$ cat config.mk
export PLATFORM = sky130hd
export DESIGN_NAME = label_bounding_box_3d
export DESIGN_NICKNAME = d
export VERILOG_FILES = /design/src/rtl/core/lbb3_pkg.sv /design/src/rtl/core/label_bounding_box_3d.sv /design/src/rtl/core/lbb3_csr.sv /design/src/rtl/core/lbb3_acc.sv /design/src/rtl/core/lbb3_bound.sv
export SDC_FILE = /design/constraint.sdc
export NUM_CORES = 1
export LEC_CHECK = 0
export BUFFER_PORTS_ARGS = -buffer_cell sky130_fd_sc_hd__buf_2
export CAP_MARGIN = 20
export CORE_UTILIZATION = 61
export CTS_CLUSTER_DIAMETER = 80
export DETAILED_ROUTE_END_ITERATION = 10
export PLACE_DENSITY = 0.81
export SLEW_MARGIN = 0
export SYNTH_ARGS = -nofsm -noshare
export SYNTH_HDL_FRONTEND = slang
export SYNTH_SLANG_ARGS = --single-unit
$ cat constraint.sdc
create_clock -name clock -period 6.85 [get_ports clock]
set_input_delay 0.685 -clock clock [delete_from_list [all_inputs] [get_ports clock]]
set_output_delay 0.685 -clock clock [all_outputs]
set_load 0.05 [all_outputs]
$ cat src/rtl/core/lbb3_pkg.sv
// types and constants of the 3d label bounding box block
// no dependencies; imported by every module of the block
`default_nettype none

package lbb3_pkg;

   localparam int MAX_EXTENT = 4096;
   localparam int AXES       = 3;
   localparam int COORD_W    = 12;
   localparam int EXT_W      = 13;
   localparam int LABEL_W    = 16;
   localparam int CSR_ADDR_W = 3;
   localparam int CSR_DATA_W = EXT_W;
   localparam int REQ_DATA_W = 56;
   localparam int RSP_DATA_W = 80;

   localparam logic [LABEL_W-1:0] LABEL_MATCH  = LABEL_W'(1);
   localparam logic [EXT_W-1:0]   EXTENT_RESET = EXT_W'(MAX_EXTENT);

   typedef logic [COORD_W-1:0] coord_type;
   typedef logic [EXT_W-1:0]   ext_type;

   typedef enum logic [CSR_ADDR_W-1:0] {
      CSR_MARGIN   = 3'd0,
      CSR_ORIGIN_X = 3'd1,
      CSR_ORIGIN_Y = 3'd2,
      CSR_ORIGIN_Z = 3'd3,
      CSR_EXTENT_X = 3'd4,
      CSR_EXTENT_Y = 3'd5,
      CSR_EXTENT_Z = 3'd6
   } csr_index_type;

   typedef struct packed {
      coord_type                margin;
      coord_type [AXES-1:0]     origin;
      ext_type   [AXES-1:0]     extent;
   } csr_type;

   typedef struct packed {
      logic [LABEL_W-1:0]       label;
      coord_type [AXES-1:0]     pos;
      logic                     last;
   } voxel_type;

   typedef struct packed {
      logic                     found;
      coord_type [AXES-1:0]     lo;
      coord_type [AXES-1:0]     hi;
   } extremes_type;

endpackage

`default_nettype wire

$ cat src/rtl/core/label_bounding_box_3d.sv
// path: a taken voxel is held in the input register, then its box in the result register
// throughput: one voxel per cycle, set by the single accumulate stage
// a last voxel waits only while a previous result is still not taken
// reset: synchronous, clears accumulators, valid flags and configuration
// (extent registers reset to the maximum extent, the rest to zero)
`default_nettype none

module label_bounding_box_3d (
   input  wire logic                           clock,
   input  wire logic                           reset,
   input  wire logic                           req_tvalid,
   output logic                                req_tready,
   // label, pos_x, pos_y, pos_z, zero fill
   input  wire logic [lbb3_pkg::REQ_DATA_W-1:0] req_tdata,
   input  wire logic                           req_tlast,
   output logic                                rsp_tvalid,
   input  wire logic                           rsp_tready,
   // box_lo_x, box_lo_y, box_lo_z, box_hi_x, box_hi_y, box_hi_z, zero fill
   output logic [lbb3_pkg::RSP_DATA_W-1:0]     rsp_tdata,
   // found_any
   output logic                                rsp_tuser,
   input  wire logic                           csr_wen,
   input  wire logic [lbb3_pkg::CSR_ADDR_W-1:0] csr_addr,
   input  wire logic [lbb3_pkg::CSR_DATA_W-1:0] csr_wdata
);
   import lbb3_pkg::*;

   csr_type      cfg;
   voxel_type    req_voxel;
   extremes_type ext_next;
   logic         stage_free;
   logic         done;
   logic         out_busy;
   logic         req_take;

   assign req_voxel.label  = req_tdata[15:0];
   assign req_voxel.pos[0] = req_tdata[27:16];
   assign req_voxel.pos[1] = req_tdata[39:28];
   assign req_voxel.pos[2] = req_tdata[51:40];
   assign req_voxel.last   = req_tlast;

   assign req_tready = stage_free;
   assign req_take   = req_tvalid && stage_free;

   lbb3_csr u_csr (
      .clock     (clock),
      .reset     (reset),
      .csr_wen   (csr_wen),
      .csr_addr  (csr_addr),
      .csr_wdata (csr_wdata),
      .cfg       (cfg)
   );

   lbb3_acc u_acc (
      .clock      (clock),
      .reset      (reset),
      .req_take   (req_take),
      .req_voxel  (req_voxel),
      .out_busy   (out_busy),
      .stage_free (stage_free),
      .done       (done),
      .ext_next   (ext_next)
   );

   lbb3_bound u_bound (
      .clock      (clock),
      .reset      (reset),
      .cfg        (cfg),
      .done       (done),
      .ext_next   (ext_next),
      .rsp_tready (rsp_tready),
      .rsp_tvalid (rsp_tvalid),
      .rsp_tdata  (rsp_tdata),
      .rsp_tuser  (rsp_tuser),
      .out_busy   (out_busy)
   );

endmodule

`default_nettype wire

$ cat src/rtl/core/lbb3_csr.sv
// configuration registers: margin, region origin and region extent
// depends on lbb3_pkg
`default_nettype none

module lbb3_csr (
   input  wire logic                           clock,
   input  wire logic                           reset,
   input  wire logic                           csr_wen,
   input  wire logic [lbb3_pkg::CSR_ADDR_W-1:0] csr_addr,
   input  wire logic [lbb3_pkg::CSR_DATA_W-1:0] csr_wdata,
   output lbb3_pkg::csr_type                   cfg
);
   import lbb3_pkg::*;

   csr_type cfg_ff, cfg_in;

   always_comb begin
      cfg_in = cfg_ff;
      if (csr_wen) begin
         case (csr_index_type'(csr_addr))
            CSR_MARGIN:   cfg_in.margin    = csr_wdata[COORD_W-1:0];
            CSR_ORIGIN_X: cfg_in.origin[0] = csr_wdata[COORD_W-1:0];
            CSR_ORIGIN_Y: cfg_in.origin[1] = csr_wdata[COORD_W-1:0];
            CSR_ORIGIN_Z: cfg_in.origin[2] = csr_wdata[COORD_W-1:0];
            CSR_EXTENT_X: cfg_in.extent[0] = csr_wdata;
            CSR_EXTENT_Y: cfg_in.extent[1] = csr_wdata;
            CSR_EXTENT_Z: cfg_in.extent[2] = csr_wdata;
            default:      cfg_in = cfg_ff;
         endcase
      end
   end

   always_ff @(posedge clock) begin
      if (reset) begin
         cfg_ff.margin <= '0;
         cfg_ff.origin <= '0;
         cfg_ff.extent <= {AXES{EXTENT_RESET}};
      end else begin
         cfg_ff <= cfg_in;
      end
   end

   assign cfg = cfg_ff;

endmodule

`default_nettype wire

$ cat src/rtl/core/lbb3_acc.sv
// input register and per-axis min/max accumulators
// depends on lbb3_pkg
`default_nettype none

module lbb3_acc (
   input  wire logic                   clock,
   input  wire logic                   reset,
   input  wire logic                   req_take,
   input  wire lbb3_pkg::voxel_type    req_voxel,
   input  wire logic                   out_busy,
   output logic                        stage_free,
   output logic                        done,
   output lbb3_pkg::extremes_type      ext_next
);
   import lbb3_pkg::*;

   voxel_type    voxel_ff;
   logic         valid_ff, valid_in;
   extremes_type acc_ff, acc_in;
   logic         advance;
   logic         hit;

   // a last voxel waits while the result register is full and not being taken
   assign advance    = valid_ff && !(voxel_ff.last && out_busy);
   assign stage_free = !valid_ff || advance;
   assign done       = advance && voxel_ff.last;
   assign hit        = (voxel_ff.label == LABEL_MATCH);

   always_comb begin
      ext_next = acc_ff;
      if (hit) begin
         ext_next.found = 1'b1;
         for (int a = 0; a < AXES; a++) begin
            if (!acc_ff.found) begin
               ext_next.lo[a] = voxel_ff.pos[a];
               ext_next.hi[a] = voxel_ff.pos[a];
            end else begin
               if (voxel_ff.pos[a] < acc_ff.lo[a]) ext_next.lo[a] = voxel_ff.pos[a];
               if (voxel_ff.pos[a] > acc_ff.hi[a]) ext_next.hi[a] = voxel_ff.pos[a];
            end
         end
      end
   end

   always_comb begin
      acc_in = acc_ff;
      if (advance) begin
         acc_in = voxel_ff.last ? '0 : ext_next;
      end
      valid_in = req_take ? 1'b1 : (advance ? 1'b0 : valid_ff);
   end

   always_ff @(posedge clock) begin
      if (reset) begin
         valid_ff <= 1'b0;
         acc_ff   <= '0;
      end else begin
         valid_ff <= valid_in;
         acc_ff   <= acc_in;
      end
   end

   always_ff @(posedge clock) begin
      if (req_take) begin
         voxel_ff <= req_voxel;
      end
   end

endmodule

`default_nettype wire

$ cat src/rtl/core/lbb3_bound.sv
// margin widening, origin/extent clamping and the result register
// depends on lbb3_pkg
`default_nettype none

module lbb3_bound (
   input  wire logic                           clock,
   input  wire logic                           reset,
   input  wire lbb3_pkg::csr_type              cfg,
   input  wire logic                           done,
   input  wire lbb3_pkg::extremes_type         ext_next,
   input  wire logic                           rsp_tready,
   output logic                                rsp_tvalid,
   output logic [lbb3_pkg::RSP_DATA_W-1:0]     rsp_tdata,
   output logic                                rsp_tuser,
   output logic                                out_busy
);
   import lbb3_pkg::*;

   coord_type [AXES-1:0] box_lo;
   ext_type   [AXES-1:0] box_hi;
   logic [EXT_W-1:0]     diff  [AXES];
   logic [EXT_W-1:0]     total [AXES];

   logic                        valid_ff, valid_in;
   logic [RSP_DATA_W-1:0]       data_ff;
   logic                        found_ff;

   always_comb begin
      for (int a = 0; a < AXES; a++) begin
         // top bit of diff is the borrow: widened bound fell below zero
         diff[a]  = {1'b0, ext_next.lo[a]} - {1'b0, cfg.margin};
         total[a] = {1'b0, ext_next.hi[a]} + {1'b0, cfg.margin};
         if (diff[a][EXT_W-1] || (diff[a][COORD_W-1:0] < cfg.origin[a])) begin
            box_lo[a] = cfg.origin[a];
         end else begin
            box_lo[a] = diff[a][COORD_W-1:0];
         end
         box_hi[a] = (total[a] > cfg.extent[a]) ? cfg.extent[a] : total[a];
      end
   end

   assign out_busy = valid_ff && !rsp_tready;
   assign valid_in = done ? 1'b1 : (rsp_tready ? 1'b0 : valid_ff);

   always_ff @(posedge clock) begin
      if (reset) begin
         valid_ff <= 1'b0;
      end else begin
         valid_ff <= valid_in;
      end
   end

   always_ff @(posedge clock) begin
      if (done) begin
         data_ff  <= {5'b0, box_hi[2], box_hi[1], box_hi[0],
                      box_lo[2], box_lo[1], box_lo[0]};
         found_ff <= ext_next.found;
      end
   end

   assign rsp_tvalid = valid_ff;
   assign rsp_tdata  = data_ff;
   assign rsp_tuser  = found_ff;

endmodule

`default_nettype wire

==> results_dict.tcl <==
set metrics [dict create \
    status "finished, final reports clean" \
    grt-ovfl-total 0 \
    grt_pass1_vias 14000 \
    die_w_um 173 \
    startpoint_type "flop" \
    h-tree-depth 2 \
    finalClockSkew_ns 0.0108 \
    clk_path_buf_depth 3 \
    ir_drop_uv 174 \
    setup_tns_ns 0 \
    placed_cell_area_mm2 0.0190 \
    antenna_found_initial 4 \
    area_growth_syn_to_layout_pct 13.7 \
    io-pin-count 161 \
    drt_iter0_markers 1048 \
    grt_pass1_wl_mm 73.5 \
    routed_wl_mm 47.0 \
    dpl_worst_slack_ns 0.487 \
    synth_area_leaders "edfxtp_1 (22%), dfxtp_1 (18%), ha_1 (15%)" \
    endpoint_kind "flop" \
    coreArea_mm2 0.0287 \
    setup_slack_ns 0.487 \
    p_int_mw 3.22 \
    root_buffer "clkbuf_16" \
    drc 0 \
    clock_latency_ns 0.52 \
    wl_per_cell_um 19.7 \
    synthCells 1804 \
    m1WireLength_mm 19.6 \
    synth_top_area_share_pct 21.8 \
    rsz0062_at_grt "false" \
    cts_sinks 291 \
    layout_min_cycle_time_ns 6.36 \
    synthArstFlopShare_pct 0 \
    min_path_type "in -> reg" \
    max_slew.worst_pin.slew_ns 1.11 \
    dr_wl_met3_mm 3.67 \
    clkPwrFrac_pct 43.2 \
    powerDensity_mw_per_mm2 214 \
    finalHoldViolCount 0 \
    slew_viol_final 0 \
    power_mw 4.33 \
    vias 14400 \
    rows 62 \
    numPortBuffers 151 \
    clk_pin_slew_ns 0.06 \
    synth-edff-count 129 \
    final_core_utilization_pct 70.4 \
    cts_buffers 34 \
    die_area_mm2 0.0298 \
    gp_congestion 0.972 \
    dr.max_layer_used "met5" \
    nets 2273 \
    synth.cell_area_mm2 0.0178 \
    synth.distinct_cells 66 \
    cp.required_ns 7.10 \
    start_util_pct 62.0 \
    grt_usage_pct 31.2 \
    clock.fmax_mhz 157 \
    switchingPower_mw 1.10 \
    crit_path_max_fanout 13 \
    slew_headroom_pct 25.7 \
    synth_top_cell_by_area "edfxtp_1" \
    switching_share_pct 25.5 \
    drtAntennaViolNets 0 \
    ys_warn_count 0 \
    seq_power_share_pct 44.0 \
    avgSynthCellArea_um2 9.86 \
    drive_gt1_share_pct 13.7 \
    critPathArrivalTime_ns 6.61 \
    fp.dieH_um 173 \
    synthFlopType "dfxtp_1" \
    dp_hpwl_mm 34.5 \
    synth.most_common_cell "ha_1" \
    post_cts.repair.setup_buffers 0 \
    power.leakage_nw 8.73 \
    grt_max_degree 91 \
    maxCapViolations 0 \
    combPwrFrac_pct 12.8 \
    synth-seq-cells 291 \
    via_per_inst 6.02 \
    wl_met2_mm 21.4 \
    cts_tree "done" \
    firstDrtPassIters 6 \
    crit_type "reg -> reg" \
    ys_seq_area_share_pct 40.0 \
    design_area_mm2 0.0202 \
    fin_crit_sh_pct 92.9 \
    setup_viol 0 \
    yosys-top-cells-count "ha_1 (219), nand2_1 (211), inv_1 (179)" \
]
-- power groups by stage --
| stage | clock network (mW) | logic (mW) | registers, mW |
|---|---|---|---|
| CTS | 1.89 | 0.550 | 1.90 |
| detailed placement | 0 | 0.544 | 1.94 |
| finish | 1.87 | 0.556 | 1.90 |
| global placement | 0 | 0.525 | 1.94 |
| floorplan | 0 | 0.354 | 1.97 |
| global route | 1.96 | 0.608 | 1.91 |
-- path summary, 6_finish.rpt --
kind	from	end	slack (ns)	cells after the start
setup / recovery	u_acc.acc_ff[25]	u_bound.rsp_tdata[71]	0.49	26
hold / removal	req_tlast	u_acc.voxel_ff[0]	0.34	1
setup reg to reg	u_acc.acc_ff[25]	u_bound.rsp_tdata[71]	0.49	26
hold reg to reg	u_csr.cfg[65]	u_csr.cfg[65]	0.46	2
-- area by class of cell --
cell class                 count  area, um2
multi-input combinational   1280       9770
fill                        2103       8480
antenna                        3       7.51
timing repair buffer         183        996
tap                          384        480
inverter                     180        676
sequential                   291       7120
clock inverter                15        140
clock buffer                  47       1040
-- critical path, cell delays in order, from the launching register on --
cell and delay (ns):
dfxtp_1 0.37, inv_1 0.06, ha_1 0.30, nor2b_1 0.14
o211ai_1 0.16, a211oi_1 0.10, o41ai_1 0.51, and2_1 0.23
nor2_1 0.04, buf_4 0.20, mux2_1 0.33, ha_1 0.21
inv_1 0.07, fa_1 0.20, nor2b_1 0.06, o21ai_1 0.16
a21oi_1 0.10, or4_1 0.55, mux2i_1 0.19, o2111ai_1 0.21
ha_1 0.35, a21o_1 0.18, a21o_1 0.18, a2111oi_2 0.45
a21oi_1 0.17, buf_4 0.23, mux2_1 0.34
-- placed cells by master (no fill, tap or decap), drive strengths merged, types with 9 or more instances in the layout --
cell and count:
ha 219, nand2 211, buf 183, inv 181, a21oi 172, dfxtp 162
edfxtp 129, mux2 128, a22o 71, nor2 66, o21ai 53, clkbuf 47
a21o 38, xnor2 37, nand4 27, nor2b 25, nand2b 23, nand3 22
o21a 17, o211ai 15, xor2 15, mux2i 15, a211oi 11, a31oi 11
nor3 10, o31a 9, clkinv 9
-- routing by layer --
layer	vias to the layer above	track usage (%)
met1	6819	40.4
met2	554	50.7
met4	2	15.0
met5	-	0
met3	138	5.45
li1	6839	-
-- timing repair --
item / in CTS / in global routing
hold buffers: 0 / 0
gates resized for setup: 0 / 2
endpoints found under the hold margin: 0 / 0
setup endpoints to repair: 0 / 20
-- registers in the layout, summed over array words and instances (netlist names) --
name / flops
u_acc.voxel_ff: 53
u_bound.rsp_tdata: 75
u_acc.valid_ff: 1
u_bound.rsp_tuser: 1
u_acc.acc_ff: 73
u_csr.cfg: 87
u_bound.rsp_tvalid: 1
-- cell families (layout without fill, tap and decap cells) --
kind of cell / Yosys count / count (layout) / synth area share [%]
AO/OA/AOI/OAI: 439 / 439 / 16.1
flip-flops: 291 / 291 / 40.0
other: 1 / 8 / 0.0211
adder cells (fa/ha/maj): 225 / 225 / 16.1
multiplexers: 143 / 143 / 9.12
buffers and inverters: 237 / 425 / 5.31
AND/OR/NAND/NOR: 416 / 416 / 10.8
XOR/XNOR: 52 / 52 / 2.56
-- metrics by stage --
step                hold WS (ns)  std cells
global placement           0.443       2316
finish                     0.339       2383
detailed placement         0.451       2318
CTS                        0.330       2380
global route               0.325       2381
floorplan                  0.436       1808
Power figures use the tool's default switching activity.
